--- src/sv/mpa_pkg.sv ---
// Shared types, constants and helper functions of the max pooling block.
package mpa_pkg;

   localparam int VALUE_W    = 16;
   localparam int COORD_W    = 8;
   localparam int IDX_W      = 16;
   localparam int DIM_W      = 9;
   localparam int POOL_W     = 4;
   localparam int OFS_W      = 3;
   localparam int CSR_DATA_W = 9;
   localparam int MAX_MAP_COLS = 256;
   localparam int ADDR_W     = $clog2(MAX_MAP_COLS);
   localparam int REQ_DATA_W = 16;
   localparam int RSP_DATA_W = 48;

   localparam logic [POOL_W-1:0] POOL_MAX    = 4'd8;
   localparam logic [DIM_W-1:0]  DIM_MAX     = 9'd256;
   localparam logic [1:0]        SETTLE_CYCLES = 2'd3;

   typedef enum logic [1:0] {
      CSR_POOL_HEIGHT,
      CSR_POOL_WIDTH,
      CSR_MAP_ROWS,
      CSR_MAP_COLS
   } csr_index_type;

   // Clamped registers plus values derived from them.
   typedef struct packed {
      logic [POOL_W-1:0] ph;
      logic [POOL_W-1:0] pw;
      logic [DIM_W-1:0]  rows;
      logic [DIM_W-1:0]  cols;
      logic [DIM_W-1:0]  pc;
      logic [DIM_W-1:0]  pr_m1;
      logic [DIM_W-1:0]  pc_m1;
      logic [DIM_W-1:0]  row_lim;
      logic [DIM_W-1:0]  col_lim;
   } cfg_type;

   // Position of the pixel about to be accepted and what it means.
   typedef struct packed {
      logic [COORD_W-1:0] row;
      logic [COORD_W-1:0] col;
      logic [COORD_W-1:0] wr;
      logic [COORD_W-1:0] wc;
      logic               in_window;
      logic               first;
      logic               emit;
      logic               map_last;
   } pos_type;

   typedef struct packed {
      logic [VALUE_W-1:0] value;
      logic [COORD_W-1:0] row;
      logic [COORD_W-1:0] col;
   } entry_type;

   localparam int ENTRY_W = $bits(entry_type);

   typedef struct packed {
      logic [IDX_W-1:0]   idx;
      logic [COORD_W-1:0] col;
      logic [COORD_W-1:0] row;
      logic [VALUE_W-1:0] value;
      logic               last;
   } result_type;

   function automatic logic [POOL_W-1:0] clamp_pool(input logic [POOL_W-1:0] v);
      logic [POOL_W-1:0] r;
      r = v;
      if (v == '0) r = 4'd1;
      else if (v > POOL_MAX) r = POOL_MAX;
      return r;
   endfunction

   function automatic logic [DIM_W-1:0] clamp_dim(input logic [DIM_W-1:0] v);
      logic [DIM_W-1:0] r;
      r = v;
      if (v == '0) r = 9'd1;
      else if (v > DIM_MAX) r = DIM_MAX;
      return r;
   endfunction

   // Quotient of a value below 512 by a divisor of 1 to 8: shifts or a
   // reciprocal multiply that is exact over the whole input range.
   function automatic logic [DIM_W-1:0] div_small(input logic [DIM_W-1:0] x,
                                                  input logic [POOL_W-1:0] d);
      logic [19:0] p;
      logic [19:0] q;
      p = '0;
      case (d)
         4'd1:    q = 20'(x);
         4'd2:    q = 20'(x) >> 1;
         4'd3:    begin p = 20'(x) * 20'd171; q = p >> 9; end
         4'd4:    q = 20'(x) >> 2;
         4'd5:    begin p = 20'(x) * 20'd205; q = p >> 10; end
         4'd6:    begin p = 20'(x) * 20'd171; q = p >> 10; end
         4'd7:    begin p = 20'(x) * 20'd293; q = p >> 11; end
         4'd8:    q = 20'(x) >> 3;
         default: q = 20'(x);
      endcase
      return q[DIM_W-1:0];
   endfunction

endpackage

--- src/sv/mpa_cfg.sv ---
// Configuration registers, derived window geometry and settle timer.
module mpa_cfg (
   input  logic                           clock,
   input  logic                           reset,
   input  logic                           csr_we,
   input  logic [1:0]                     csr_addr,
   input  logic [mpa_pkg::CSR_DATA_W-1:0] csr_wdata,
   output mpa_pkg::cfg_type               cfg,
   output logic                           settled
);
   import mpa_pkg::*;

   logic [POOL_W-1:0] ph_ff, pw_ff;
   logic [DIM_W-1:0]  rows_ff, cols_ff;
   logic [DIM_W-1:0]  pr_ff, pc_ff, pr_m1_ff, pc_m1_ff, row_lim_ff, col_lim_ff;
   logic [1:0]        settle_ff, settle_in;
   logic [12:0]       row_prod, col_prod;

   always_comb begin
      if (csr_we) settle_in = SETTLE_CYCLES;
      else if (settle_ff != 2'd0) settle_in = settle_ff - 2'd1;
      else settle_in = 2'd0;
   end

   always_ff @(posedge clock) begin
      if (reset) begin
         ph_ff     <= 4'd2;
         pw_ff     <= 4'd2;
         rows_ff   <= DIM_MAX;
         cols_ff   <= DIM_MAX;
         settle_ff <= SETTLE_CYCLES;
      end else begin
         settle_ff <= settle_in;
         if (csr_we) begin
            unique case (csr_index_type'(csr_addr))
               CSR_POOL_HEIGHT: ph_ff   <= clamp_pool(csr_wdata[POOL_W-1:0]);
               CSR_POOL_WIDTH:  pw_ff   <= clamp_pool(csr_wdata[POOL_W-1:0]);
               CSR_MAP_ROWS:    rows_ff <= clamp_dim(csr_wdata);
               CSR_MAP_COLS:    cols_ff <= clamp_dim(csr_wdata);
               default:         ;
            endcase
         end
      end
   end

   assign row_prod = 13'(pr_ff) * 13'(ph_ff);
   assign col_prod = 13'(pc_ff) * 13'(pw_ff);

   // Two register steps: window counts, then limits of the whole windows.
   always_ff @(posedge clock) begin
      pr_ff      <= div_small(rows_ff, ph_ff);
      pc_ff      <= div_small(cols_ff, pw_ff);
      pr_m1_ff   <= pr_ff - 9'd1;
      pc_m1_ff   <= pc_ff - 9'd1;
      row_lim_ff <= row_prod[DIM_W-1:0];
      col_lim_ff <= col_prod[DIM_W-1:0];
   end

   always_comb begin
      cfg.ph      = ph_ff;
      cfg.pw      = pw_ff;
      cfg.rows    = rows_ff;
      cfg.cols    = cols_ff;
      cfg.pc      = pc_ff;
      cfg.pr_m1   = pr_m1_ff;
      cfg.pc_m1   = pc_m1_ff;
      cfg.row_lim = row_lim_ff;
      cfg.col_lim = col_lim_ff;
   end

   assign settled = (settle_ff == 2'd0);

endmodule

--- config.mk ---
export PLATFORM = sky130hd
export DESIGN_NAME = mpa_cfg
export DESIGN_NICKNAME = d
export VERILOG_FILES = /design/src/sv/mpa_pkg.sv /design/src/sv/mpa_cfg.sv
export SDC_FILE = /design/constraint.sdc
export NUM_CORES = 1
export LEC_CHECK = 0
export CAP_MARGIN = 5
export CORE_AREA = 2 2 133 233
export CTS_BUF_LIST = sky130_fd_sc_hd__clkbuf_16
export CTS_CLUSTER_SIZE = 14
export DETAILED_ROUTE_END_ITERATION = 8
export DIE_AREA = 0 0 135 235
export DONT_BUFFER_PORTS = 1
export GPL_TIMING_DRIVEN = 0
export SYNTH_ARGS = -nofsm -noshare
export SYNTH_HDL_FRONTEND = slang
export SYNTH_SLANG_ARGS = --single-unit
--- constraint.sdc ---
create_clock -name clock -period 6.8 [get_ports clock]
set_input_delay 0.34 -clock clock [delete_from_list [all_inputs] [get_ports clock]]
set_output_delay 0.34 -clock clock [all_outputs]
set_load 0.01 [all_outputs]
# Word-level counts from Yosys, hierarchy flattened
# Index checks and enable logic that the tools add are counted.
[classes]
muxes = 7
reduce_logical = 10
add_sub_neg = 3
mul = 8
n_eq_ne = 17
n_lt_le_gt_ge = 2
[ops]
columns = ["operator", "count"]
rows = [
  ["9-bit one-hot mux with 7 select lines", 2],
  ["9-bit by 8-bit multiplier with 17-bit output (second input constant)", 4],
  ["9-bit by 9-bit multiplier with 18-bit output (second input constant)", 2],
  ["4-bit by 3-bit equality test with 1-bit output (second input constant)", 8],
  ["9-bit by 4-bit multiplier with 9-bit output", 2],
  ["9-bit 2-to-1 mux", 2],
  ["9-bit by 1-bit subtractor with 9-bit output (second input constant)", 2],
  ["4-bit by 2-bit equality test with 1-bit output (second input constant)", 4],
  ["9-bit greater-than comparator (second input constant)", 1],
  ["9-bit zero test", 1],
  ["4-bit equality test (second input constant)", 2],
  ["4-bit 2-to-1 mux", 2],
  ["2-bit AND reduction", 4],
  ["2-bit equality test (second input constant)", 2],
  ["4-bit greater-than comparator (second input constant)", 1],
  ["2-bit zero test", 2],
  ["4-bit zero test", 1],
  ["2-bit by 1-bit equality test with 1-bit output (second input constant)", 1],
  ["2-bit 2-to-1 mux", 1],
  ["2-bit nonzero test", 1],
  ["2-bit OR reduction", 1],
  ["2-bit by 1-bit subtractor with 2-bit output (second input constant)", 1],
]
[totals]
register_bits = 82
elab_cells = 58

# Depth between registers and ports, before layout
[logic_depth]
word_depth = 3
ltp_mapped = 15
depth_no_buf = 15

# Least setup slack after synthesis
# No wires, ideal clock.
[synth_timing]
kind = "flip-flop to flip-flop"
start = "reg cols_ff[4]"
end = "reg pc_ff[6]"
t_required_ps = 6675
stages_incl_launch_ff = 16
arrival_time_ps = 4091
slack_ps = 2584
path_cell_list = "dfxtp_1 ha_1 fa_1 fa_1 inv_1 fa_1 inv_1 ha_1 clkbuf_1 nand2_1 nor2_1 a2111oi_0 or3_1 xnor2_1 o221a_2 o22ai_1"
[synth_between]
elab_chain_cells = 2
elab_cells_between_ends = 4
cone_classes = "3 x mul; 1 x mux"
[synth_rtl]
columns = ["element", "line", "rtl"]
rows = [
  ["from (decl)", "mpa_cfg.sv:14", "logic [DIM_W-1:0] rows_ff, cols_ff;"],
  ["from (signal assigned)", "mpa_cfg.sv:39", "CSR_MAP_COLS: cols_ff <= clamp_dim(csr_wdata);"],
  ["9-bit by 9-bit multiplier with 18-bit output, or another cell as far along", "mpa_pkg.sv:98", "4'd7: begin p = 20'(x) * 20'd293; q = p >> 11; end"],
  ["9-bit one-hot mux with 7 select lines *", "mpa_pkg.sv:91", "case (d)"],
  ["to (signal assigned)", "mpa_cfg.sv:52", "pc_ff <= div_small(cols_ff, pw_ff);"],
  ["to (decl)", "mpa_cfg.sv:15", "logic [DIM_W-1:0] pr_ff, pc_ff, pr_m1_ff, pc_m1_ff, row_lim_ff, col_lim_ff;"],
]
# Every way passes the cells marked *; elsewhere a longest branch is shown, timed or not.
# A chain may end at the register's enable or synchronous reset.

# Worst setup path in the final report
[layout_timing]
start = "reg cols_ff[7]"
end = "reg pc_ff[5]"
# Same word-level chain as after synthesis.

==> impl_metrics.py <==
metrics = {
    "route": {
        "vias": 9722,
        "drc": 0,
        "dr.pass1.iters": 8,
        "drtIter0Drc": 459,
        "viasPerCell": 5.407,
        "wl_per_cell_um": 17.94,
        "ant_nets": 0,
        "routed_wl_mm": 32.26,
    },
    "setup_path": {
        "start_kind": "flop",
        "crit_path_end_kind": "flop",
        "critPathArrivalTime_ns": 5.40,
        "crit_chain": "inv_1 > ha_1 > fa_1 > inv_1 > fa_1 > ha_1 > ha_1 > a211oi_1 > o21bai_1 > mux2i_1 > o2111ai_1 > nor3_1 > o311ai_1 > o32a_1",
        "max_stage_delay_ns": 0.84,
        "timing.rr.end": "pc_ff[5]",
        "cp_slowest_cell": "dfxtp_1",
        "reg2reg_slack_ns": 1.64,
        "crit_end": "pc_ff[5]",
        "reg2reg_from": "cols_ff[7]",
        "crit_fanout": 13,
        "worstPathRequired_ns": 7.04,
        "cp-startpoint": "cols_ff[7]",
        "ff2ff_path_depth": 14,
        "crit_type": "reg -> reg",
        "cp_common_cell": "ha_1",
    },
    "power_and_ir_drop": {
        "switching_share": 0.3527,
        "irDropWorstVdd_uv": 108.2,
        "power_frac_clock": 0.327,
        "p_leak_nw": 6.523,
        "internal_power_mw": 1.001,
        "power_density_nw_per_um2": 122.8,
        "seqPwrFrac": 0.411,
        "comb_power_share": 0.262,
        "p_switching_uw": 545.3,
    },
    "final_layout": {
        "stdcell_count": 1798,
        "drive_gt1_frac": 0.02197,
        "syn_to_final_growth_pct": 6.658,
        "utilization": 0.4217,
        "final_nets": 1767,
        "nFillCells": 3069,
        "antenna_cells": 0,
    },
    "synthesis": {
        "synth_area_per_cell_um2": 8.460,
        "syn_area_um2": 11800,
        "synth-main-ff-cell": "dfxtp_1",
        "synth_cell_types": 71,
        "synth_most_common_cell": "ha_1",
        "yosys-top-cells-area": "ha_1 (27%), fa_1 (16%), dfxtp_1 (14%)",
        "synth-edff-count": 0,
        "synth_top_area_frac": 0.2704,
        "synth_seq_cells": 82,
        "async_reset_ff_frac": 0,
        "synth_top_cell_by_area": "ha_1",
        "ys_top_cells_by_count": "ha_1 (255), inv_1 (247), nand2_1 (124)",
        "yosys_warnings": 0,
        "yosysSeqAreaShare": 0.1391,
        "synth_nets": 1756,
        "synthCells": 1395,
    },
    "min_path": {
        "whs_path_depth": 2,
        "min_path_type": "in -> reg",
    },
    "die": {
        "num_rows": 84,
        "die_area_um2": 31730,
        "io_pins": 86,
        "die_w_um": 135,
        "core_um2": 29850,
        "initial_core_util": 0.3954,
        "die_h_um": 235,
    },
    "placement": {
        "pre_cts_slack_ns": 1.680,
        "dp_cells": 1782,
        "gp_congestion": 0.9541,
        "port_buffers": 0,
        "hpwl_mm": 26.45,
    },
    "outcome": {
        "outcome": "complete, no violations",
    },
    "clock_network": {
        "cts_tree": "done",
        "cts_max_level": 3,
        "clk_path_buf_depth": 2,
        "clockRootBuffer": "clkbuf_16",
        "numCtsBuffers": 9,
        "ctsResizeCount": 0,
        "clk_latency_ns": 0.35,
        "clkSlewWorstSetupHoldPaths_ns": 0.07,
        "ctsHoldBuffers": 0,
        "postCtsSetupBuffers": 0,
        "cts_sinks": 82,
    },
    "sta": {
        "skew_ns": 0.009340,
        "max-slew-margin-rel": 0.2687,
        "slew_violations": 0,
        "hold_viol": 0,
        "timing.fmax_ghz": 0.1936,
        "min_period_ns": 5.164,
        "fin_ws_ns": 1.636,
        "rsz0062_at_grt": "no",
        "setup_tns_ns": 0,
        "worst_pin_slew_ns": 1.087,
        "hold_slack_ns": 0.1108,
        "finalCritPeriodShare": 0.7594,
        "setup_violations": 0,
    },
    "global_route": {
        "grt_max_degree": 16,
        "grt_usage": 0.2107,
        "grt_overflow": 0,
        "grt_pass1_vias": 10362,
        "antenna_found_initial": 2,
        "grt_pass1_wl_mm": 53.09,
    },
    "run": {
        "maxCapViolCount": 0,
    },
}
through the flow:
stage | power [mW] | cell area, µm²
global placement | 1.049 | 12290
CTS | 1.562 | 12590
finish | 1.546 | 12590
floorplan | 0.9349 | 11800
global route | 1.647 | 12590
detailed placement | 1.056 | 12290
worst min path at each step:
stage,start,to,slack [ns]
6_report,csr_we,settle_ff[1],0.11
3_5_place_dp,csr_we,settle_ff[1],0.46
4_1_cts,csr_we,settle_ff[1],0.10
5_1_grt,csr_we,settle_ff[1],0.11
3_3_place_gp,csr_we,settle_ff[1],0.45
2_1_floorplan,pr_ff[8],pr_m1_ff[8],0.43
metal layers:
layer	GRT usage	up-vias	part of all wire
met4	0.07702	4	0.035
met5	0	-	0.00084
met3	0.03689	64	0.050
met1	0.2068	4689	0.35
li1	-	4736	-
met2	0.4249	229	0.57
power groups by stage:
stage                     clock network, mW  logic (mW)  registers, mW
after floorplan                           0       0.315          0.620
after global placement                    0       0.401          0.648
after detailed placement                  0       0.407          0.649
after CTS                             0.514       0.411          0.638
after global routing                  0.534       0.468          0.644
final                                 0.506       0.405          0.635
layout make-up:
cell class	instances	area [µm²]	share of cell area
clock buffer	9	225.2	0.01789
inverter	247	927.1	0.07366
sequential	82	1642	0.1304
multi-input combinational	1031	9097	0.7228
clock inverter	7	76.32	0.006064
tap	387	484.2	0.03847
buffer	35	135.1	0.01074
registers in the layout, summed over array words and instances (netlist names):
name	cells
col_lim_ff	9
cols_ff	9
pc_ff	9
pc_m1_ff	9
ph_ff	4
pr_ff	9
pr_m1_ff	9
pw_ff	4
row_lim_ff	9
rows_ff	9
settle_ff	2
cell families (layout without fill, tap and decap cells):
group	count (synthesis)	in the layout	synth area share
adders and majority gates	347	347	0.4264
and+or+nand+nor	342	342	0.1403
muxes	7	7	0.005937
AOI/OAI and AO/OA	262	262	0.1441
buffers and inverters	282	298	0.09001
xor gates and xnor gates	73	73	0.05418
DFF	82	82	0.1391
cell usage in the layout, fill, tap and decap left out, types with 7 or more instances in the layout:
| cell type | netlist | routed |
|---|---|---|
| nor2_1 | 80 | 80 |
| a31oi_1 | 12 | 12 |
| nor3_1 | 12 | 12 |
| nand2_1 | 124 | 124 |
| o211ai_1 | 7 | 7 |
| a21o_1 | 14 | 14 |
| and2_1 | 32 | 32 |
| nor2b_1 | 15 | 15 |
| mux2i_1 | 7 | 7 |
| nand3_1 | 10 | 10 |
| ha_1 | 255 | 255 |
| fa_1 | 92 | 92 |
| and3_1 | 11 | 11 |
| nand4_1 | 9 | 9 |
| nor3b_1 | 7 | 7 |
| dfxtp_1 | 82 | 82 |
| clkbuf_16 | 0 | 9 |
| o21bai_1 | 9 | 9 |
| a22oi_1 | 7 | 7 |
| clkbuf_1 | 31 | 31 |
| inv_1 | 247 | 247 |
| a21oi_1 | 94 | 94 |
| o21ai_0 | 41 | 41 |
| nand2b_1 | 13 | 13 |
| o22ai_1 | 9 | 9 |
| a211o_1 | 8 | 8 |
| xnor2_1 | 42 | 42 |
| xor2_1 | 31 | 31 |
worst max-delay path: cells and delay by family (launching register included):
kind	cells	cell delay, ns
adders and majority gates	5	1.99
and+or+nand+nor	1	0.39
AOI/OAI and AO/OA	5	1.18
DFF	1	0.84
buffers and inverters	2	0.37
muxes	1	0.27
(Power assumes the default switching activity.)
