`config.mk`:
```
export PLATFORM = sky130hd
export DESIGN_NAME = mpa_pos
export DESIGN_NICKNAME = d
export VERILOG_FILES = /design/src/sv/mpa_pkg.sv /design/src/sv/mpa_pos.sv
export SDC_FILE = /design/constraint.sdc
export NUM_CORES = 1
export LEC_CHECK = 0
export BUFFER_PORTS_ARGS = -buffer_cell sky130_fd_sc_hd__buf_2
export CAP_MARGIN = 0
export CORE_MARGIN = 1
export CORE_UTILIZATION = 51
export DETAILED_ROUTE_END_ITERATION = 6
export PLACE_DENSITY = 0.75
export SKIP_LAST_GASP = 1
export SYNTH_ARGS = -nofsm -noshare
export SYNTH_HDL_FRONTEND = slang
export SYNTH_SLANG_ARGS = --single-unit
```
`constraint.sdc`:
```
create_clock -name clock -period 6.2 [get_ports clock]
set_input_delay 0.31 -clock clock [delete_from_list [all_inputs] [get_ports clock]]
set_output_delay 0.31 -clock clock [all_outputs]
set_load 0.005 [all_outputs]
```
`src/sv/mpa_pkg.sv`:
```
// Shared types, constants and helper functions of the max pooling block.
package mpa_pkg;

   localparam int VALUE_W    = 16;
   localparam int COORD_W    = 8;
   localparam int IDX_W      = 16;
   localparam int DIM_W      = 9;
   localparam int POOL_W     = 4;
   localparam int OFS_W      = 3;
   localparam int CSR_DATA_W = 9;
   localparam int MAX_MAP_COLS = 256;
   localparam int ADDR_W     = $clog2(MAX_MAP_COLS);
   localparam int REQ_DATA_W = 16;
   localparam int RSP_DATA_W = 48;

   localparam logic [POOL_W-1:0] POOL_MAX    = 4'd8;
   localparam logic [DIM_W-1:0]  DIM_MAX     = 9'd256;
   localparam logic [1:0]        SETTLE_CYCLES = 2'd3;

   typedef enum logic [1:0] {
      CSR_POOL_HEIGHT,
      CSR_POOL_WIDTH,
      CSR_MAP_ROWS,
      CSR_MAP_COLS
   } csr_index_type;

   // Clamped registers plus values derived from them.
   typedef struct packed {
      logic [POOL_W-1:0] ph;
      logic [POOL_W-1:0] pw;
      logic [DIM_W-1:0]  rows;
      logic [DIM_W-1:0]  cols;
      logic [DIM_W-1:0]  pc;
      logic [DIM_W-1:0]  pr_m1;
      logic [DIM_W-1:0]  pc_m1;
      logic [DIM_W-1:0]  row_lim;
      logic [DIM_W-1:0]  col_lim;
   } cfg_type;

   // Position of the pixel about to be accepted and what it means.
   typedef struct packed {
      logic [COORD_W-1:0] row;
      logic [COORD_W-1:0] col;
      logic [COORD_W-1:0] wr;
      logic [COORD_W-1:0] wc;
      logic               in_window;
      logic               first;
      logic               emit;
      logic               map_last;
   } pos_type;

   typedef struct packed {
      logic [VALUE_W-1:0] value;
      logic [COORD_W-1:0] row;
      logic [COORD_W-1:0] col;
   } entry_type;

   localparam int ENTRY_W = $bits(entry_type);

   typedef struct packed {
      logic [IDX_W-1:0]   idx;
      logic [COORD_W-1:0] col;
      logic [COORD_W-1:0] row;
      logic [VALUE_W-1:0] value;
      logic               last;
   } result_type;

   function automatic logic [POOL_W-1:0] clamp_pool(input logic [POOL_W-1:0] v);
      logic [POOL_W-1:0] r;
      r = v;
      if (v == '0) r = 4'd1;
      else if (v > POOL_MAX) r = POOL_MAX;
      return r;
   endfunction

   function automatic logic [DIM_W-1:0] clamp_dim(input logic [DIM_W-1:0] v);
      logic [DIM_W-1:0] r;
      r = v;
      if (v == '0) r = 9'd1;
      else if (v > DIM_MAX) r = DIM_MAX;
      return r;
   endfunction

   // Quotient of a value below 512 by a divisor of 1 to 8: shifts or a
   // reciprocal multiply that is exact over the whole input range.
   function automatic logic [DIM_W-1:0] div_small(input logic [DIM_W-1:0] x,
                                                  input logic [POOL_W-1:0] d);
      logic [19:0] p;
      logic [19:0] q;
      p = '0;
      case (d)
         4'd1:    q = 20'(x);
         4'd2:    q = 20'(x) >> 1;
         4'd3:    begin p = 20'(x) * 20'd171; q = p >> 9; end
         4'd4:    q = 20'(x) >> 2;
         4'd5:    begin p = 20'(x) * 20'd205; q = p >> 10; end
         4'd6:    begin p = 20'(x) * 20'd171; q = p >> 10; end
         4'd7:    begin p = 20'(x) * 20'd293; q = p >> 11; end
         4'd8:    q = 20'(x) >> 3;
         default: q = 20'(x);
      endcase
      return q[DIM_W-1:0];
   endfunction

endpackage

```
`src/sv/mpa_pos.sv`:
```
// Pixel position counters with window offsets and window indexes.
module mpa_pos (
   input  logic             clock,
   input  logic             reset,
   input  mpa_pkg::cfg_type cfg,
   input  logic             recalc,
   input  logic             advance,
   output mpa_pkg::pos_type pos
);
   import mpa_pkg::*;

   logic [COORD_W-1:0] row_ff, row_in, col_ff, col_in;
   logic [COORD_W-1:0] wr_ff, wr_in, wc_ff, wc_in;
   logic [OFS_W-1:0]   ro_ff, ro_in, co_ff, co_in;
   logic [DIM_W-1:0]   row_div, col_div, row_next, col_next;
   logic [11:0]        row_base, col_base, row_rem, col_rem;
   logic               ro_end, co_end;

   assign row_div  = div_small({1'b0, row_ff}, cfg.ph);
   assign col_div  = div_small({1'b0, col_ff}, cfg.pw);
   assign row_base = 12'(wr_ff) * 12'(cfg.ph);
   assign col_base = 12'(wc_ff) * 12'(cfg.pw);
   assign row_rem  = 12'(row_ff) - row_base;
   assign col_rem  = 12'(col_ff) - col_base;
   assign row_next = {1'b0, row_ff} + 9'd1;
   assign col_next = {1'b0, col_ff} + 9'd1;
   assign ro_end   = ({1'b0, ro_ff} == cfg.ph - 4'd1);
   assign co_end   = ({1'b0, co_ff} == cfg.pw - 4'd1);

   always_comb begin
      row_in = row_ff;
      col_in = col_ff;
      wr_in  = wr_ff;
      wc_in  = wc_ff;
      ro_in  = ro_ff;
      co_in  = co_ff;
      if (recalc) begin
         // rebuild quotients, then remainders, from the raw position
         wr_in = row_div[COORD_W-1:0];
         wc_in = col_div[COORD_W-1:0];
         ro_in = row_rem[OFS_W-1:0];
         co_in = col_rem[OFS_W-1:0];
      end else if (advance) begin
         if (col_next >= cfg.cols) begin
            col_in = '0;
            wc_in  = '0;
            co_in  = '0;
            if (row_next >= cfg.rows) begin
               row_in = '0;
               wr_in  = '0;
               ro_in  = '0;
            end else begin
               row_in = row_next[COORD_W-1:0];
               if (ro_end) begin
                  ro_in = '0;
                  wr_in = wr_ff + 8'd1;
               end else begin
                  ro_in = ro_ff + 3'd1;
               end
            end
         end else begin
            col_in = col_next[COORD_W-1:0];
            if (co_end) begin
               co_in = '0;
               wc_in = wc_ff + 8'd1;
            end else begin
               co_in = co_ff + 3'd1;
            end
         end
      end
   end

   always_ff @(posedge clock) begin
      if (reset) begin
         row_ff <= '0;
         col_ff <= '0;
         wr_ff  <= '0;
         wc_ff  <= '0;
         ro_ff  <= '0;
         co_ff  <= '0;
      end else begin
         row_ff <= row_in;
         col_ff <= col_in;
         wr_ff  <= wr_in;
         wc_ff  <= wc_in;
         ro_ff  <= ro_in;
         co_ff  <= co_in;
      end
   end

   always_comb begin
      pos.row       = row_ff;
      pos.col       = col_ff;
      pos.wr        = wr_ff;
      pos.wc        = wc_ff;
      pos.in_window = ({1'b0, row_ff} < cfg.row_lim) && ({1'b0, col_ff} < cfg.col_lim);
      pos.first     = (ro_ff == '0) && (co_ff == '0);
      pos.emit      = pos.in_window && ro_end && co_end;
      pos.map_last  = ({1'b0, wr_ff} == cfg.pr_m1) && ({1'b0, wc_ff} == cfg.pc_m1);
   end

endmodule

```
# After elaboration in Yosys (flattened, before gate mapping)
# Cells that the tools add are included.
dict set report op_classes {
  addsub 10
  mul 8
  div 0
  order_cmp 4
  eq_ne 18
  shifts 0
  mux 22
  bitwise_logic 1
  reduce_logical 16
}
# operator count
set ops {}
lappend ops {{8-bit one-hot mux with 7 select lines} 2}
lappend ops {{8-bit 2-to-1 mux} 11}
lappend ops {{8-bit by 8-bit multiplier with 16-bit output, second input constant} 4}
lappend ops {{8-bit by 9-bit multiplier with 17-bit output, second input constant} 2}
lappend ops {{4-bit by 3-bit == test with 1-bit output, second input constant} 8}
lappend ops {{3-bit 2-to-1 mux} 9}
lappend ops {{8-bit by 1-bit adder with 9-bit output, second input constant} 2}
lappend ops {{8-bit by 9-bit == test with 1-bit output} 2}
lappend ops {{9-bit >= comparator} 2}
lappend ops {{8-bit by 9-bit < comparator with 1-bit output} 2}
lappend ops {{8-bit by 1-bit adder with 8-bit output, second input constant} 2}
lappend ops {{4-bit by 2-bit == test with 1-bit output, second input constant} 4}
lappend ops {{8-bit by 4-bit multiplier with 3-bit output} 2}
lappend ops {{3-bit by 4-bit == test with 1-bit output} 2}
lappend ops {{4-bit == test, second input constant} 2}
lappend ops {{4-bit by 1-bit subtractor with 4-bit output, second input constant} 2}
lappend ops {{3-bit by 1-bit adder with 3-bit output, second input constant} 2}
lappend ops {{3-bit logical NOT} 2}
lappend ops {{2-bit AND reduction} 3}
lappend ops {{3-bit AND reduction} 2}
lappend ops {{3-bit nonzero test} 2}
lappend ops {{3-bit subtractor} 2}
lappend ops {{1-bit logical AND} 5}
lappend ops {{2-bit nonzero test} 2}
lappend ops {{1-bit inverter} 1}
dict set report word_totals {
  register_bits 38
  latchBits 0
  ramBits 0
  rom_bits 0
  inputBits 75
  wordCells 85
  mem_count 0
}

# Depth between registers and ports, before layout
# Gate-level depths: netlist of run 1.
dict set report logic_depth {
  depth_word 7
  ltp_mapped 17
  depth_no_buf 16
}

# Worst setup path after synthesis of run 1
# No wires, ideal clock.
dict set report synth_timing {
  path_type {reg-to-reg}
  start {register row_ff[3]}
  end {register wr_ff[5]}
  arrival_time_ns 4.340
  setup_slack_ns 1.728
  path_stages_with_launch 16
  period_less_slack_ns 4.472
  cell_sequence {dfxtp_1 > ha_1 > fa_1 > fa_1 > inv_1 > fa_1 > inv_1 > ha_1 > nand3_1 > a221oi_1 > a211oi_1 > o21ai_0 > a21oi_1 > xnor2_1 > a221oi_1 > o22ai_1}
}
dict set report synth_via {
  elab_chain_cells 6
}
# element line
set synth_rtl {}
lappend synth_rtl {{start, declared} mpa_pos.sv:12} ;# logic [COORD_W-1:0] row_ff, row_in, col_ff, col_in;
lappend synth_rtl {{start signal, assigned} mpa_pos.sv:82} ;# row_ff <= row_in;
lappend synth_rtl {{branches (longest 6 deep; another with 8-bit by 9-bit multiplier with 17-bit output)} --}
lappend synth_rtl {{end signal, assigned} mpa_pos.sv:84} ;# wr_ff <= wr_in;
lappend synth_rtl {{end, declared} mpa_pos.sv:13} ;# logic [COORD_W-1:0] wr_ff, wr_in, wc_ff, wc_in;
# Several ways; the timed one is not identified. The select of a mux whose other input is x is not followed.
# A chain may end at the register's enable or synchronous reset.

# Final worst setup path of run 1
dict set report layout_timing {
  start {register col_ff[0]}
  end {register wc_ff[2]}
}
dict set report layout_via {
  elab_chain_cells 5
}
# element line
set layout_rtl {}
lappend layout_rtl {{start, declared} mpa_pos.sv:12}
lappend layout_rtl {{start signal, assigned} mpa_pos.sv:83} ;# col_ff <= col_in;
lappend layout_rtl {{branches (longest 5 deep; another with 8-bit by 9-bit multiplier with 17-bit output)} --}
lappend layout_rtl {{end signal, assigned} mpa_pos.sv:85} ;# wc_ff <= wc_in;
lappend layout_rtl {{end, declared} mpa_pos.sv:13}
# Several ways; the timed one is not identified. The select of a mux whose other input is x is not followed.

==> results of run 1 <==
-- through the flow --
step / utilization (%) / hold slack, ns / power, uW / setup slack (ns) / std cells
3_5_place_dp: 56.6 / 0.542 / 495 / 1.21 / 1628
2_1_floorplan: - / 0.469 / 420 / 1.73 / 1286
4_1_cts: 57.6 / 0.525 / 836 / 1.19 / 1636
6_report: 57.6 / 0.532 / 836 / 1.14 / 1636
3_3_place_gp: 56.6 / 0.521 / 490 / 1.31 / 1628
5_1_grt: 57.6 / 0.562 / 876 / 0.885 / 1636
-- per-layer routing --
metal  vias up  GRT usage [%]  wire length (um)
li1       4691              -                 -
met2       309           43.6             12000
met4         0           6.65               423
met3        37           3.21              1750
met1      4442           37.1             12800
met5         -              0                 0
-- state kept, by name, indices dropped and copies added (netlist names) --
name,cells
co_ff,3
row_ff,8
ro_ff,3
col_ff,8
wr_ff,8
wc_ff,8
-- cell usage in the layout, fill, tap and decap left out, types with 38 or more instances in the layout --
| cell | synthesis | routed |
|---|---|---|
| buf_2 | 4 | 101 |
| nor2_1 | 79 | 79 |
| xor2_1 | 47 | 47 |
| xnor2_1 | 40 | 40 |
| a21oi_1 | 65 | 65 |
| dfxtp_1 | 38 | 38 |
| nand2_1 | 81 | 81 |
| ha_1 | 270 | 270 |
| fa_1 | 54 | 54 |
| inv_1 | 194 | 194 |
| o21ai_0 | 54 | 54 |
| nand3_1 | 42 | 42 |
-- layout make-up --
| class | instances | share of cell area (%) |
|---|---|---|
| flip-flops and latches | 38 | 6.70 |
| clock buffers | 5 | 1.10 |
| clock inverters | 3 | 0.606 |
| repair buffers | 117 | 5.51 |
| inverters | 195 | 6.44 |
| multi-input cells | 1013 | 76.7 |
| well taps | 265 | 2.92 |
-- worst max path at each step --
stage                                 startpoint                     to  slack, ns  depth (start not counted)
after floorplan           row_ff[3]$_SDFFE_PP0P_  wr_ff[5]$_SDFFE_PP0P_       1.73                         15
after global placement    col_ff[0]$_SDFFE_PP0P_  wc_ff[2]$_SDFFE_PP0P_       1.31                         15
after detailed placement  col_ff[0]$_SDFFE_PP0P_  wc_ff[2]$_SDFFE_PP0P_       1.21                         15
after CTS                 col_ff[0]$_SDFFE_PP0P_  wc_ff[2]$_SDFFE_PP0P_       1.19                         15
after global routing      row_ff[1]$_SDFFE_PP0P_  wr_ff[5]$_SDFFE_PP0P_       0.89                         16
final                     col_ff[0]$_SDFFE_PP0P_  wc_ff[2]$_SDFFE_PP0P_       1.14                         15
-- logic make-up after synthesis --
kind of cell | count (synthesis) | share of synthesized area, %
AO/OA/AOI/OAI | 281 | 18.2
XOR/XNOR | 87 | 7.35
adder cells (fa/ha/maj) | 324 | 43.0
buffers and inverters | 235 | 8.56
flip-flops | 38 | 7.34
multiplexers | 10 | 0.978
AND/OR/NAND/NOR | 311 | 14.5
-- worst max-delay path, cell delays in order, from the launching register on --
cell and delay, ns:
dfxtp_1 0.72, ha_1 0.38, fa_1 0.48, fa_1 0.52, inv_1 0.06, fa_1 0.53
inv_1 0.05, ha_1 0.29, o21ai_0 0.08, a221o_1 0.32, a21oi_1 0.22, nor2_1 0.16
a21boi_0 0.22, a221o_1 0.40, o31ai_1 0.36, a211oi_1 0.13
-- power breakdown --
group | switching [uW] | total (uW) | internal, uW
logic | 126 | 218 | 91.5
clock network | 112 | 343 | 231
registers | 21.0 | 275 | 254
total | 259 | 836 | 577
==> flow_summary.yaml, run 1 <==
drt:
  dr.pass1.iters: 7
  drt-total-wl_um: 26900
  vias: 9479
  drtIter0Drc: 503
  drc: 0
  routedWlPerCell_um: 16.5
  vias_per_cell: 5.79
  ant_nets: 0
power:
  peakVddDrop_mv: 0.114
  power_density_nw_per_um2: 73.6
  cellLeakagePower_uw: 0.00651
synthesis:
  synth_cell_types: 73
  synth.net_count: 1685
  synth_edf_count: 0
  ys_warn_count: 0
  ys_seq_elements: 38
  synth_cells: 1286
  synthFlopType: "dfxtp_1"
  synth-async-reset-ratio_pct: 0
  yosysMostFrequentCell: "ha_1"
  yosysTopAreaCellShare_pct: 32.6
  synth_common_cells: "ha_1, inv_1, nand2_1"
  yosys-top-cells-area: "ha_1, fa_1, dfxtp_1"
  syn-mean-instance-area_um2: 8.06
  syn_area_um2: 10400
  yosys.area.top_type: "ha_1"
  yosysSeqAreaShare_pct: 7.34
placed_design:
  gp_congestion: 0.986
  placed_area_um2: 11200
  numPortBuffers: 101
  dp_hpwl_um: 22100
finish:
  multi_input_area_um2: 8720
  stdcell_area_um2: 11400
  antenna_cells: 0
  finalNetCount: 1769
  ff_latch_area_um2: 761
  area_delta_synth_final_pct: 9.61
  n_fill_cell: 1844
  drive_gt1_share_pct: 9.85
critical_path:
  worstPathMaxFanout: 12
  critPathRequiredTime_ns: 6.35
  crit_type: "reg -> reg"
  r2r_cells: 15
  r2r-end: "wc_ff[2]$_SDFFE_PP0P_"
  rr_startpoint: "col_ff[0]$_SDFFE_PP0P_"
  arrival_ns: 5.21
  reg2reg_setup_slack_ns: 1.14
  endpoint_kind: "register"
  start_kind: "register"
sta:
  fin_worst_skew_ns: 0.0112
  period_needed_ns: 5.06
  fmax_ghz: 0.198
  slew_headroom_pct: 29.7
  max_slew.worst_pin.slew_ns: 1.05
  finalMaxSlewViolations: 0
  period_share_pct: 81.6
  rsz0062_at_grt: "no"
  tns_ns: 0
  setup_viol: 0
  hold_violations: 0
die:
  die_h_um: 145
  die-area_um2: 20900
  ios: 111
  rows: 51
  core_um2: 19700
  die_w_um: 145
  initial_core_util_pct: 52.6
clock_network:
  root_buffer: "clkbuf_16"
  insertion_delay_ns: 0.29
  hold_buffers: 0
  cts_tree: "built"
  cts-buffers-inserted: 5
  clkTransAtPathRegs_ns: 0.07
  cts.repair.resized: 0
  cts_buffer_depth: 2
  htree_num_levels: 2
  numClockSinks: 38
  cts_setup_buffers: 0
global_route:
  grt_antenna_before_repair: 0
  grt_pass1_vias: 9146
  grt_max_degree: 36
  grt_pass1_wl_um: 44100
  grtUsageTotal_pct: 26.7
  gr-total-overflow: 0
hold_path:
  hold_end: "wr_ff[0]$_SDFFE_PP0P_"
  hp-class: "in -> reg"
  min-delay-start: "recalc"
  hold_path_depth: 3
run_status:
  status: "finished clean"
flow_run:
  drv_cap: 0
(Power assumes the default switching activity.)
==> run 2: changes to the inputs <==
--- a/config.mk
+++ b/config.mk
@@ -5,12 +5,13 @@
 export SDC_FILE = /design/constraint.sdc
 export NUM_CORES = 1
 export LEC_CHECK = 0
+export ABC_AREA = 1
 export BUFFER_PORTS_ARGS = -buffer_cell sky130_fd_sc_hd__buf_2
 export CAP_MARGIN = 0
 export CORE_MARGIN = 1
 export CORE_UTILIZATION = 51
 export DETAILED_ROUTE_END_ITERATION = 6
-export PLACE_DENSITY = 0.75
+export PLACE_DENSITY = 0.77
 export SKIP_LAST_GASP = 1
 export SYNTH_ARGS = -nofsm -noshare
 export SYNTH_HDL_FRONTEND = slang
==> constraint.sdc (replaced) <==
create_clock -name clock -period 4.6 [get_ports clock]
set_input_delay 0.23 -clock clock [delete_from_list [all_inputs] [get_ports clock]]
set_output_delay 0.23 -clock clock [all_outputs]
set_load 0.005 [all_outputs]
==> flow_summary.yaml, run 2 <==
clock_network:
  root_buffer: "clkbuf_16"
  numClockSinks: 38
  cts_buffer_depth: 2
  cts-buffers-inserted: 5
  htree_num_levels: 2
  clkTransAtPathRegs_ns: 0.07
  hold_buffers: 0
  cts_tree: "built"
  cts.repair.resized: 0
  cts_setup_buffers: 0
  insertion_delay_ns: 0.29
power:
  power_density_nw_per_um2: 90.6
  cellLeakagePower_uw: 0.00802
  peakVddDrop_mv: 0.135
  power_uw: 1170
global_route:
  grt_max_degree: 32
  grtUsageTotal_pct: 27.3
  grt_pass1_wl_um: 52800
  grt_pass1_vias: 11336
  gr-total-overflow: 0
  grt_antenna_before_repair: 1
synthesis:
  synth.net_count: 2171
  synth_cell_types: 57
  synth_edf_count: 0
  synthFlopType: "dfxtp_1"
  yosysMostFrequentCell: "nand2_1"
  synth-async-reset-ratio_pct: 0
  ys_warn_count: 0
  synth_compound_area_share_pct: 10.7
  synth_cells: 1772
  synth-xor-area-share_pct: 3.72
  synthSimpleGateAreaFrac_pct: 28.1
  synthAdderAreaFrac_pct: 37.9
  ys_seq_elements: 38
  yosysSeqAreaShare_pct: 6.46
  syn-mean-instance-area_um2: 6.65
  yosysTopAreaCellShare_pct: 28.7
  yosys.area.top_type: "ha_1"
  syn_area_um2: 11800
  synth_top_family_by_area: "adder cells"
  synthMuxAreaShare_pct: 0
  yosys-top-cells-area: "ha_1, nand2_1, inv_1"
  synth_common_cells: "nand2_1, inv_1, ha_1"
flow_run:
  drv_cap: 0
critical_path:
  start_kind: "register"
  slowest_delay_ns: 0.55
  crit_slowest_cell: "dfxtp_1"
  endpoint_kind: "register"
  worstPathMaxFanout: 8
  path_buf_inv: 5
  crit_type: "reg -> reg"
  arrival_ns: 4.43
  cp_cell_sequence: "ha_1, xor2_1, ha_1, fa_1, inv_1, fa_1, inv_1, ha_1, nand2_1, inv_1, nand2_1, nand2_1, inv_1, nand2_1, o21ai_0, nand2_1, nor2_1, nand2_1, nand2_1, nand3_1, nand2_1, inv_1"
  critPathRequiredTime_ns: 4.79
  path_delay_family: "adder cells"
  path_common_cell: "nand2_1"
drt:
  dr.pass1.iters: 5
  ant_nets: 0
  drtIter0Drc: 776
  drc: 0
  drt-total-wl_um: 31900
  vias: 11761
  vias_per_cell: 5.40
  routedWlPerCell_um: 14.6
die:
  die-area_um2: 23700
  core_um2: 22600
  rows: 55
  initial_core_util_pct: 52.0
  ios: 111
  die_w_um: 154
  die_h_um: 154
placed_design:
  gp_congestion: 0.963
  numPortBuffers: 101
  dp_hpwl_um: 27300
  dp.cells: 2170
finish:
  finalNetCount: 2291
  finalNonFillerCells: 2179
  layout_commonest_cell: "nand2_1"
  final_util_pct: 57.0
  drive_gt1_share_pct: 10.3
  most-common-layout-cells: "nand2_1, inv_1, ha_1"
  area_delta_synth_final_pct: 9.67
sta:
  max_slew.worst_pin.slew_ns: 0.770
  setup_viol: 0
  hold_violations: 0
  fmax_ghz: 0.236
  tns_ns: 0
  period_needed_ns: 4.23
  fin_worst_skew_ns: 0.0108
  slew_headroom_pct: 48.5
  period_share_pct: 92.1
  finalMaxSlewViolations: 0
  rsz0062_at_grt: "no"
hold_path:
  hp-class: "in -> reg"
run_status:
  status: "finished clean"
==> run 2: changes by cell type after synthesis, sizes merged, moves of 11 or more <==
cell	before	now
nand3	43	126
nor2	79	132
a21o	22	5
a21oi	65	95
inv	194	393
a22oi	12	1
nor2b	13	0
nand3b	4	16
nand4	10	25
clkbuf	35	5
xnor2	40	11
nand2	81	411
==> run 2: layout make-up <==
cell class                 instances  area [um2]
antenna                            1        2.50
clock buffer                       5         125
clock inverter                     3        45.0
fill                            2166        9720
inverter                         394        1490
multi-input combinational       1331        9470
sequential                        38         761
tap                              285         357
timing repair buffer             122         663
==> run 2: routing by layer <==
metal | track usage (%) | up-vias | routed length [um]
met3 | 3.92 | 58 | 2270
met5 | 0 | - | 0
met1 | 36.5 | 5368 | 14600
met2 | 45.2 | 406 | 14100
met4 | 8.48 | 0 | 848
li1 | - | 5929 | -
==> run 2: cell families (layout without fill, tap and decap cells) <==
| family | Yosys count | count (layout) |
|---|---|---|
| AO/OA/AOI/OAI | 206 | 206 |
| XOR/XNOR | 50 | 50 |
| adder cells (fa/ha/maj) | 324 | 324 |
| buffers and inverters | 403 | 524 |
| flip-flops | 38 | 38 |
| other | 0 | 1 |
| AND/OR/NAND/NOR | 751 | 751 |
==> run 2: metrics by stage <==
stage	hold WS [ns]	worst slack, ns	instance area, um2
after CTS	0.407	0.403	12900
after global routing	0.419	0.00206	12900
after floorplan	0.445	0.777	11800
final	0.405	0.365	12900
after global placement	0.543	0.459	12700
after detailed placement	0.547	0.407	12700
==> run 2: tightest hold or removal path, delay by kind of cell <==
family                 cells  cell delay, ns
AO/OA/AOI/OAI              2            0.22
buffers and inverters      1            0.12
AND/OR/NAND/NOR            1            0.08
==> run 2: path summary, 6_finish.rpt <==
kind,from,endpoint,slack [ns],cells past startpoint
worst max-delay path,col_ff[1]$_SDFFE_PP0P_,wc_ff[0]$_SDFFE_PP0P_,0.37,22
worst min-delay path,advance,co_ff[1]$_SDFFE_PP0P_,0.41,4
worst max register to register,col_ff[1]$_SDFFE_PP0P_,wc_ff[0]$_SDFFE_PP0P_,0.37,22
worst min register to register,wr_ff[7]$_SDFFE_PP0P_,wr_ff[7]$_SDFFE_PP0P_,0.56,2
==> run 2: where the power goes <==
group	switching (uW)	internal [uW]	leakage, uW
combinational	233	149	0.00763
clock	157	256	0.0000760
sequential	28.3	348	0.000310
==> run 3: changes to the inputs <==
--- a/config.mk
+++ b/config.mk
@@ -12,6 +12,7 @@
 export CORE_UTILIZATION = 51
 export DETAILED_ROUTE_END_ITERATION = 6
 export PLACE_DENSITY = 0.77
+export RECOVER_POWER = 100
 export SKIP_LAST_GASP = 1
 export SYNTH_ARGS = -nofsm -noshare
 export SYNTH_HDL_FRONTEND = slang
==> flow_summary.yaml, run 3 (synthesized netlist as in run 2, its figures left out) <==
run_status:
  status: "finished clean"
critical_path:
  path_delay_family: "simple AND/OR/NAND/NOR gates"
  rr_startpoint: "col_ff[6]$_SDFFE_PP0P_"
  crit_slowest_cell: "clkbuf_1"
  crit_type: "reg -> reg"
  critPathRequiredTime_ns: 4.75
  path_buf_inv: 4
  slowest_delay_ns: 0.55
  start_kind: "register"
  endpoint_kind: "register"
  worstPathMaxFanout: 10
  arrival_ns: 4.46
  setup.worst_path.start: "col_ff[6]$_SDFFE_PP0P_"
  path_common_cell: "inv_1"
  cp_cell_sequence: "clkbuf_1, ha_1, inv_1, nor3_1, ha_1, a21oi_1, o21a_1, a21boi_0, nand4_1, nand2_4, inv_1, nand2_1, inv_1, nand2_1, a21oi_2"
drt:
  drc: 0
  ant_nets: 0
  vias: 11762
  drt-total-wl_um: 31900
  vias_per_cell: 5.40
  routedWlPerCell_um: 14.6
  dr.pass1.iters: 5
  drtIter0Drc: 704
sta:
  fin_worst_skew_ns: 0.00921
  period_needed_ns: 4.31
  max_slew.worst_pin.slew_ns: 0.754
  setup_viol: 0
  period_share_pct: 93.7
  rsz0062_at_grt: "no"
  tns_ns: 0
  finalMaxSlewViolations: 0
  hold_slack_ns: 0.404
  hold_violations: 0
  slew_headroom_pct: 49.6
  fmax_ghz: 0.232
hold_path:
  hp-class: "in -> reg"
  min-delay-start: "advance"
die:
  initial_core_util_pct: 52.0
  die_w_um: 154
  core_um2: 22600
  ios: 111
  die-area_um2: 23700
  rows: 55
  die_h_um: 154
global_route:
  gr-total-overflow: 0
  grt_pass1_wl_um: 52800
  busiest_layer: "met2"
  grt_antenna_before_repair: 1
  grt_max_degree: 32
  gr-usage-met1_pct: 36.5
  met2_usage_pct: 45.2
  grt_pass1_vias: 11336
  grtUsageMet3_pct: 3.92
  grtUsageTotal_pct: 27.3
clock_network:
  cts_tree: "built"
  hold_buffers: 0
  cts_setup_buffers: 0
  clkTransAtPathRegs_ns: 0.07
  htree_num_levels: 2
  insertion_delay_ns: 0.29
  cts.repair.resized: 0
  cts-buffers-inserted: 5
  numClockSinks: 38
  root_buffer: "clkbuf_16"
  cts_buffer_depth: 2
finish:
  stdcell_area_um2: 12800
  drive_gt1_share_pct: 9.09
  finalNetCount: 2291
  most-common-layout-cells: "nand2_1, inv_1, ha_1"
  multi_input_area_um2: 9430
  area_delta_synth_final_pct: 8.95
  ff_latch_area_um2: 761
  n_fill_cell: 2190
  finalNonFillerCells: 2179
  layout_commonest_cell: "nand2_1"
power:
  peakVddDrop_mv: 0.135
  power_density_nw_per_um2: 90.8
  cellLeakagePower_uw: 0.00795
placed_design:
  numPortBuffers: 101
  dp.cells: 2170
  dp_hpwl_um: 27300
  placed_area_um2: 12700
  gp_congestion: 0.963
flow_run:
  drv_cap: 0
run 3: cell types whose count changed in the layout (fill, tap and decap cells not counted), moves of 2 or more:
cell | previous run | this run
inv_1 | 376 | 378
buf_4 | 21 | 13
nand2_1 | 405 | 407
clkbuf_1 | 0 | 15
buf_2 | 101 | 93
run 3: worst reg2reg max path, cell delays in order (launching register included):
cell and delay [ns]:
dfxtp_1 0.50, clkbuf_1 0.56, ha_1 0.37, inv_1 0.13
nor3_1 0.29, ha_1 0.32, a21oi_1 0.13, o21a_1 0.13
a21boi_0 0.29, nand4_1 0.49, nand2_4 0.22, inv_1 0.10
nand2_1 0.27, inv_1 0.20, nand2_1 0.12, a21oi_2 0.05
run 3: per-stage QoR:
stage	total power, uW	worst slack, ns	util (%)
after floorplan	635	0.777	-
after global placement	746	0.459	56.3
after detailed placement	758	0.407	56.3
after CTS	1170	0.403	57.0
after global routing	1230	0.00159	56.7
final	1160	0.289	56.7
run 3: report_power, final:
group          total, uW  leakage [uW]  internal [uW]  switching, uW
clock                413     0.0000760            256            157
combinational        375       0.00756            144            231
sequential           376      0.000310            348           28.5
total               1160       0.00795            748            416
run 3: worst paths after layout:
check | endpoint | slack, ns | cells past startpoint
hold reg to reg | wr_ff[7]$_SDFFE_PP0P_ | 0.56 | 2
setup reg to reg | wr_ff[7]$_SDFFE_PP0P_ | 0.29 | 15
setup / recovery | wr_ff[7]$_SDFFE_PP0P_ | 0.29 | 15
hold / removal | co_ff[1]$_SDFFE_PP0P_ | 0.40 | 4
run 3: layer usage:
layer  wire (um)  part of all wire [%]
met5           0                     0
met4         855                   2.7
met3        2380                   7.5
met2       14100                    44
met1       14500                    46
run 3: final cells by class:
class                      count  share of cell area, %
tap                          285                   2.78
inverter                     394                   11.6
multi-input combinational   1331                   73.5
antenna                        1                 0.0195
clock buffer                   5                  0.975
sequential                    38                   5.93
clock inverter                 3                  0.351
timing repair buffer         122                   4.86
